===== src/hw/rtl/rgbcm_pkg.sv =====
// ----------------------------------------------------------------------------
// rgbcm_pkg: shared types and constants for the chromaticity mask block
// Field widths, the share bound register set, and the CSR index codes.
// ----------------------------------------------------------------------------
package rgbcm_pkg;

   localparam int PIXEL_W    = 16;
   localparam int RED_W      = 5;
   localparam int GREEN_W    = 6;
   localparam int BLUE_W     = 5;
   localparam int SUM_W      = 7;
   localparam int SHARE_W    = 9;
   localparam int FRAC_BITS  = 8;
   localparam int PRODUCT_W  = SHARE_W + SUM_W;
   localparam int MASK_OUT_W = 16;

   localparam int MASK_WORD_BITS_DEFAULT = 16;

   localparam int CSR_INDEX_W = 3;

   localparam logic [SHARE_W-1:0] SHARE_ZERO = SHARE_W'(0);
   localparam logic [SHARE_W-1:0] SHARE_ONE  = SHARE_W'(256);

   typedef enum logic [CSR_INDEX_W-1:0] {
      CSR_RED_MIN   = 3'd0,
      CSR_RED_MAX   = 3'd1,
      CSR_GREEN_MIN = 3'd2,
      CSR_GREEN_MAX = 3'd3,
      CSR_BLUE_MIN  = 3'd4,
      CSR_BLUE_MAX  = 3'd5
   } csr_index_type;

   typedef struct packed {
      logic [SHARE_W-1:0] red_min;
      logic [SHARE_W-1:0] red_max;
      logic [SHARE_W-1:0] green_min;
      logic [SHARE_W-1:0] green_max;
      logic [SHARE_W-1:0] blue_min;
      logic [SHARE_W-1:0] blue_max;
   } share_cfg_type;

   typedef struct packed {
      logic [PIXEL_W-1:0] pixel_word;
      logic               frame_start;
   } req_payload_type;

   typedef struct packed {
      logic                  pixel_match;
      logic [MASK_OUT_W-1:0] mask_word;
      logic                  word_ready;
   } rsp_payload_type;

endpackage


===== src/hw/rtl/rgbcm_share_check.sv =====
// ----------------------------------------------------------------------------
// rgbcm_share_check: per-pixel chromaticity window test
// Swaps the pixel bytes, splits RGB565, and checks each component's share of
// the sum against its exclusive Q1.8 bounds by cross-multiplication.
// ----------------------------------------------------------------------------
module rgbcm_share_check (
   input  logic [rgbcm_pkg::PIXEL_W-1:0] pixel_word,
   input  rgbcm_pkg::share_cfg_type      cfg,
   output logic                          pixel_match
);

   // comp * 256 must lie strictly between lo * sum and hi * sum.
   function automatic logic share_inside(
      input logic [rgbcm_pkg::GREEN_W-1:0] comp,
      input logic [rgbcm_pkg::SUM_W-1:0]   sum,
      input logic [rgbcm_pkg::SHARE_W-1:0] lo,
      input logic [rgbcm_pkg::SHARE_W-1:0] hi
   );
      logic [rgbcm_pkg::PRODUCT_W-1:0] scaled;
      logic [rgbcm_pkg::PRODUCT_W-1:0] lo_prod;
      logic [rgbcm_pkg::PRODUCT_W-1:0] hi_prod;
      scaled  = rgbcm_pkg::PRODUCT_W'(comp) << rgbcm_pkg::FRAC_BITS;
      lo_prod = rgbcm_pkg::PRODUCT_W'(lo) * rgbcm_pkg::PRODUCT_W'(sum);
      hi_prod = rgbcm_pkg::PRODUCT_W'(hi) * rgbcm_pkg::PRODUCT_W'(sum);
      return (scaled > lo_prod) && (scaled < hi_prod);
   endfunction

   logic [rgbcm_pkg::PIXEL_W-1:0] swapped;
   logic [rgbcm_pkg::RED_W-1:0]   red;
   logic [rgbcm_pkg::GREEN_W-1:0] green;
   logic [rgbcm_pkg::BLUE_W-1:0]  blue;
   logic [rgbcm_pkg::SUM_W-1:0]   sum;

   assign swapped = {pixel_word[7:0], pixel_word[15:8]};
   assign red     = swapped[15:11];
   assign green   = swapped[10:5];
   assign blue    = swapped[4:0];
   assign sum     = rgbcm_pkg::SUM_W'(red) + rgbcm_pkg::SUM_W'(green)
                  + rgbcm_pkg::SUM_W'(blue);

   // A black pixel has no chromaticity and never matches.
   assign pixel_match = (sum != '0)
      && share_inside(rgbcm_pkg::GREEN_W'(red), sum, cfg.red_min, cfg.red_max)
      && share_inside(green, sum, cfg.green_min, cfg.green_max)
      && share_inside(rgbcm_pkg::GREEN_W'(blue), sum, cfg.blue_min, cfg.blue_max);

endmodule


===== src/hw/rtl/rgb565_chromaticity_mask.sv =====
// ----------------------------------------------------------------------------
// rgb565_chromaticity_mask: normalized-RGB color segmentation with bit packing
// Path: a pixel passes through the input register, then the result register,
// from which its result is offered; back-pressure can hold it in either.
// Throughput: one pixel per cycle unless stalled, set by both registers.
// Reset (synchronous): pipeline empty, packing restarted, bounds 0 and 256.
// ----------------------------------------------------------------------------
module rgb565_chromaticity_mask #(
   parameter int MASK_WORD_BITS = rgbcm_pkg::MASK_WORD_BITS_DEFAULT
) (
   input  logic                              clock,
   input  logic                              reset,

   input  logic                              req_valid,
   output logic                              req_ready,
   input  rgbcm_pkg::req_payload_type        req_payload,

   output logic                              rsp_valid,
   input  logic                              rsp_ready,
   output rgbcm_pkg::rsp_payload_type        rsp_payload,

   input  logic                              csr_write,
   input  logic [rgbcm_pkg::CSR_INDEX_W-1:0] csr_index,
   input  logic [rgbcm_pkg::SHARE_W-1:0]     csr_wdata
);

   // The slot counter must be able to hold MASK_WORD_BITS itself, since the
   // incremented count is compared against the word length.
   localparam int SLOT_W = $clog2(MASK_WORD_BITS + 1);
   localparam logic [SLOT_W-1:0] SLOT_FULL = SLOT_W'(MASK_WORD_BITS);

   // ------------------------------------------------------------------------
   // Share bound registers. Writes to indexes beyond the list are dropped.
   // ------------------------------------------------------------------------
   rgbcm_pkg::share_cfg_type cfg_ff;
   rgbcm_pkg::share_cfg_type cfg_in;

   always_comb begin
      cfg_in = cfg_ff;
      if (csr_write) begin
         unique case (csr_index)
            rgbcm_pkg::CSR_RED_MIN:   cfg_in.red_min   = csr_wdata;
            rgbcm_pkg::CSR_RED_MAX:   cfg_in.red_max   = csr_wdata;
            rgbcm_pkg::CSR_GREEN_MIN: cfg_in.green_min = csr_wdata;
            rgbcm_pkg::CSR_GREEN_MAX: cfg_in.green_max = csr_wdata;
            rgbcm_pkg::CSR_BLUE_MIN:  cfg_in.blue_min  = csr_wdata;
            rgbcm_pkg::CSR_BLUE_MAX:  cfg_in.blue_max  = csr_wdata;
            default: ;
         endcase
      end
   end

   always_ff @(posedge clock) begin
      if (reset) begin
         cfg_ff.red_min   <= rgbcm_pkg::SHARE_ZERO;
         cfg_ff.red_max   <= rgbcm_pkg::SHARE_ONE;
         cfg_ff.green_min <= rgbcm_pkg::SHARE_ZERO;
         cfg_ff.green_max <= rgbcm_pkg::SHARE_ONE;
         cfg_ff.blue_min  <= rgbcm_pkg::SHARE_ZERO;
         cfg_ff.blue_max  <= rgbcm_pkg::SHARE_ONE;
      end else begin
         cfg_ff <= cfg_in;
      end
   end

   // ------------------------------------------------------------------------
   // Two-register pipeline. The input register holds the pixel just taken;
   // the result register holds the finished result until its transfer. The
   // input register drains whenever the result register is empty or is
   // being emptied in the same cycle, so a new pixel enters every cycle
   // while the downstream side keeps up.
   // ------------------------------------------------------------------------
   logic                       s1_valid_ff;
   logic                       s1_valid_in;
   rgbcm_pkg::req_payload_type s1_data_ff;
   logic                       rsp_valid_ff;
   logic                       rsp_valid_in;
   rgbcm_pkg::rsp_payload_type rsp_data_ff;
   rgbcm_pkg::rsp_payload_type rsp_data_in;
   logic                       s1_load;
   logic                       advance;

   assign advance   = s1_valid_ff && (!rsp_valid_ff || rsp_ready);
   assign req_ready = !s1_valid_ff || advance;
   assign s1_load   = req_valid && req_ready;

   always_comb begin
      s1_valid_in = s1_valid_ff;
      if (s1_load) begin
         s1_valid_in = 1'b1;
      end else if (advance) begin
         s1_valid_in = 1'b0;
      end
   end

   always_comb begin
      rsp_valid_in = rsp_valid_ff;
      if (advance) begin
         rsp_valid_in = 1'b1;
      end else if (rsp_ready) begin
         rsp_valid_in = 1'b0;
      end
   end

   // ------------------------------------------------------------------------
   // Per-pixel color test on the registered pixel.
   // ------------------------------------------------------------------------
   logic pixel_match;

   rgbcm_share_check u_share_check (
      .pixel_word  (s1_data_ff.pixel_word),
      .cfg         (cfg_ff),
      .pixel_match (pixel_match)
   );

   // ------------------------------------------------------------------------
   // Bit packing. Match bits shift in from the LSB so the earliest pixel of
   // a word ends in its MSB. A frame start clears the count and the gathered
   // bits before the current pixel is packed, dropping any unfinished word.
   // The packing state moves only when a result enters the result register.
   // ------------------------------------------------------------------------
   logic [SLOT_W-1:0]         slot_ff;
   logic [SLOT_W-1:0]         slot_in;
   logic [MASK_WORD_BITS-1:0] partial_ff;
   logic [MASK_WORD_BITS-1:0] partial_in;
   logic [SLOT_W-1:0]         slot_base;
   logic [SLOT_W-1:0]         slot_next;
   logic [MASK_WORD_BITS-1:0] partial_base;
   logic [MASK_WORD_BITS-1:0] partial_shifted;
   logic [rgbcm_pkg::MASK_OUT_W-1:0] word_low;
   logic                      word_done;

   always_comb begin
      slot_base       = s1_data_ff.frame_start ? '0 : slot_ff;
      partial_base    = s1_data_ff.frame_start ? '0 : partial_ff;
      partial_shifted = {partial_base[MASK_WORD_BITS-2:0], pixel_match};
      slot_next       = slot_base + SLOT_W'(1);
      word_done       = (slot_next == SLOT_FULL);
   end

   // A finished word leaves truncated or zero-extended to MASK_OUT_W bits.
   generate
      if (MASK_WORD_BITS >= rgbcm_pkg::MASK_OUT_W) begin : g_word_trunc
         assign word_low = partial_shifted[rgbcm_pkg::MASK_OUT_W-1:0];
      end else begin : g_word_ext
         assign word_low = {{(rgbcm_pkg::MASK_OUT_W - MASK_WORD_BITS){1'b0}},
                            partial_shifted};
      end
   endgenerate

   always_comb begin
      slot_in    = slot_ff;
      partial_in = partial_ff;
      if (advance) begin
         slot_in    = word_done ? '0 : slot_next;
         partial_in = word_done ? '0 : partial_shifted;
      end
   end

   always_comb begin
      rsp_data_in.pixel_match = pixel_match;
      rsp_data_in.word_ready  = word_done;
      rsp_data_in.mask_word   = word_done ? word_low : '0;
   end

   always_ff @(posedge clock) begin
      if (reset) begin
         s1_valid_ff  <= 1'b0;
         rsp_valid_ff <= 1'b0;
         slot_ff      <= '0;
         partial_ff   <= '0;
      end else begin
         s1_valid_ff  <= s1_valid_in;
         rsp_valid_ff <= rsp_valid_in;
         slot_ff      <= slot_in;
         partial_ff   <= partial_in;
      end
   end

   // Payload registers load without reset; the valid flags qualify them.
   always_ff @(posedge clock) begin
      if (s1_load) begin
         s1_data_ff <= req_payload;
      end
      if (advance) begin
         rsp_data_ff <= rsp_data_in;
      end
   end

   assign rsp_valid   = rsp_valid_ff;
   assign rsp_payload = rsp_data_ff;

   // ------------------------------------------------------------------------
   // Assertions.
   // ------------------------------------------------------------------------

   // The slot count wraps to zero on a full word, so it never rests at the
   // word length.
   assert property (@(posedge clock) disable iff (reset)
      slot_ff != SLOT_FULL)
      else $error("packing slot count reached the word length");

   // A result without a completed word carries an all-zero mask word.
   assert property (@(posedge clock) disable iff (reset)
      (rsp_valid && !rsp_payload.word_ready) |-> (rsp_payload.mask_word == '0))
      else $error("mask word nonzero on a result without a completed word");

   // An empty input register always takes a new pixel.
   assert property (@(posedge clock) disable iff (reset)
      !s1_valid_ff |-> req_ready)
      else $error("input stalled while the input register is empty");

   // Reset leaves the pipeline empty and the packing restarted.
   assert property (@(posedge clock)
      reset |=> (!rsp_valid && !s1_valid_ff && (slot_ff == '0)))
      else $error("pipeline or packing state not cleared by reset");

endmodule


===== config.mk =====
export PLATFORM = sky130hd
export DESIGN_NAME = rgb565_chromaticity_mask
export DESIGN_NICKNAME = d
export VERILOG_FILES = /design/src/hw/rtl/rgbcm_pkg.sv /design/src/hw/rtl/rgbcm_share_check.sv /design/src/hw/rtl/rgb565_chromaticity_mask.sv
export SDC_FILE = /design/constraint.sdc
export NUM_CORES = 1
export LEC_CHECK = 0
export ABC_AREA = 1
export BUFFER_PORTS_ARGS = -buffer_cell sky130_fd_sc_hd__buf_2
export CORE_MARGIN = 2
export CORE_UTILIZATION = 40
export CTS_CLUSTER_DIAMETER = 80
export CTS_CLUSTER_SIZE = 8
export DETAILED_ROUTE_END_ITERATION = 7
export PLACE_DENSITY_LB_ADDON = 0.2
export SYNTH_ARGS = -nofsm -noshare
export SYNTH_HDL_FRONTEND = slang
export SYNTH_SLANG_ARGS = --single-unit

===== constraint.sdc =====
create_clock -name clock -period 11.3 [get_ports clock]
set_input_delay 0.565 -clock clock [delete_from_list [all_inputs] [get_ports clock]]
set_output_delay 0.565 -clock clock [all_outputs]
set_load 0.02 [all_outputs]

==> qor.txt <==
status: finished clean
worst slew pin tran: 1.062 ns
CP Max Fanout: 12
CORE AREA: 44220 um^2
Yosys top cell area share: 23.43%
critical path class: reg -> reg
most instantiated cells after synthesis: nand2_1, inv_1, nor2_1
Max Slew Vio Count: 0
RSZ-0062 raised after global routing: false
worst-case reg-to-reg path depth: 41
Max Freq: 0.1265 GHz
Routed WL per cell: 15.34 um
final net count: 2977
Max clock buf depth: 2
CTS root buffer: clkbuf_16
Yosys cell types: 39
Via density: 4.939
die area: 46570 um^2
sequential area share after synthesis: 14.34%
vias in the first global route: 15670
final hold slack: 0.3356 ns
cell at the slowest stage of the critical path: fa_1
hold_buf cts: 0
Peak VDD IR: 0.07923 mV
leakage: 10.57 nW
Vias: 15260
Post-Syn Area per Cell: 7.241 um^2
largest net degree at the start of global routing: 56
Total GRT Usage: 21.59%
worst path required time: 11.47 ns
FF+latch count, synth: 111
Post-Synthesis Cells: 2478
drt pass-1 iters: 5
synthesized area: 17940 um^2
power per standard cell area: 95.59 nW/um^2
remaining antenna violation count: 0
height of the die: 215.8 um
Setup Fix Bufs, Post-CTS: 0
row cnt: 77
Max-Cap Viols: 0
H-tree lvl count: 3
crit path DAT: 8.07 ns
port bufs: 53
Clock Latency Late Sink: 0.40 ns
Worst path most repeated cell: nand2_1
Synth async-reset ratio: 0%
post_cts resized: 0
antenna violations before repair: 2
Starting Density: 40.58%
clock period minus worst slack: 7.903 ns
Worst-path clk slew: 0.09 ns
clk sinks: 111
Ports: 54
post-synthesis net count: 2965
drc violations: 0
Synth area leaders: fa_1, ha_1, nand2_1
clk_skew: 0.01210 ns
Hold Crit Class: in -> reg
Tcrit/Tclk final: 69.94%
count leader, synth: nand2_1
first-pass GRT wire length: 79850 um
Ys Warns: 0
Layout fillers: 4569
CTS tree: done
Setup TNS: 0 ns
layout cells sized above 1: 4.569%
EDFF count, synth: 35
total global routing overflow: 0
width of the die: 215.8 um
total CTS buffers: 9
area leader, netlist: fa_1
Final HPWL DP: 37450 um
total wire length: 47410 um
Worst setup EP type: flop
Max-slew headroom: 29.14%
max incr delay on CP: 0.54 ns
setup violators final: 0
critical path startpoint category: flop
Hold Violations, Final: 0
GP Congestion: 0.9016
Hold Path Stages: 1
Iter 0 DRT Violations: 927
Area Growth Syn to Fin: 6.408%
post-layout util: 43.18%
most used flip-flop cell after synthesis: dfxtp_1
[placed cells by master (no fill, tap or decap), drive strengths merged, types with 35 or more instances in the layout]
cell	netlist	layout
a21oi	143	143
buf	15	65
dfxtp	76	76
edfxtp	35	35
fa	210	210
ha	243	243
inv	576	579
nand2	586	586
nand3	100	100
nor2	255	255
o21ai	67	67
xor2	39	39
[through the flow]
step | power [mW] | cells | cell area [um^2] | setup WS (ns)
2_1_floorplan | 1.194 | 2478 | 17940 | 4.304
3_3_place_gp | 1.477 | 3071 | 18810 | 3.379
3_5_place_dp | 1.491 | 3071 | 18810 | 3.387
4_1_cts | 1.838 | 3087 | 19090 | 3.382
5_1_grt | 2.006 | 3087 | 19090 | 2.780
6_report | 1.825 | 3090 | 19090 | 3.397
[power breakdown]
| part | switching, mW | internal, mW |
|---|---|---|
| sequential | 0.0238 | 0.427 |
| clock | 0.186 | 0.153 |
| combinational | 0.691 | 0.345 |
| total | 0.901 | 0.925 |
[cells by family (layout without fill, tap and decap cells)]
kind of cell	count (synthesis)	in the layout	share of synthesized area, %
AO/OA/AOI/OAI	238	238	7.078
XOR/XNOR	50	50	2.482
adder cells (fa/ha/maj)	453	453	40.37
buffers and inverters	641	658	13.44
flip-flops	111	111	14.34
other	0	3	0
AND/OR/NAND/NOR	985	985	22.29
[metal layers]
metal	vias to the layer above	part of all wire, %	global-route usage, %
li1	7541	-	-
met1	7289	44	28.13
met2	354	46	35.22
met3	76	6.3	4.355
met4	0	3.6	8.345
met5	-	0	0
[worst paths after layout]
check,from,end,slack [ns]
max,s1_data_ff[10]$_DFFE_PP_,rsp_payload[1]$_SDFFCE_PN0P_,3.40
min,req_payload[16],s1_data_ff[16]$_DFFE_PP_,0.34
max reg2reg,s1_data_ff[10]$_DFFE_PP_,rsp_payload[1]$_SDFFCE_PN0P_,3.40
min reg2reg,partial_ff[14]$_SDFFE_PP0P_,partial_ff[14]$_SDFFE_PP0P_,0.47
[registers in the layout, indices dropped and copies added (netlist names)]
| name | cells |
|---|---|
| slot_ff | 5 |
| s1_valid_ff | 1 |
| partial_ff | 15 |
| s1_data_ff | 17 |
| rsp_payload | 18 |
| rsp_valid | 1 |
| cfg_ff | 54 |
[worst max-delay path, delay by kind of cell, from the launching register on]
kind / cells / cell delay (ns)
xor gates and xnor gates: 1 / 0.09
and+or+nand+nor: 22 / 1.96
adders and majority gates: 9 / 3.82
buffers and inverters: 8 / 1.03
AOI/OAI and AO/OA: 1 / 0.24
DFF: 1 / 0.48
[area by class of cell]
type	count	area, um^2	share of cell area [%]
flip-flops and latches	111	2572	13.47
well taps	592	740.7	3.879
multi-input cells	1726	12970	67.94
repair buffers	65	355.3	1.861
clock buffers	9	225.2	1.180
diodes	3	7.507	0.03932
inverters	577	2166	11.34
clock inverters	7	55.05	0.2883
Power figures use the tool's default switching activity.
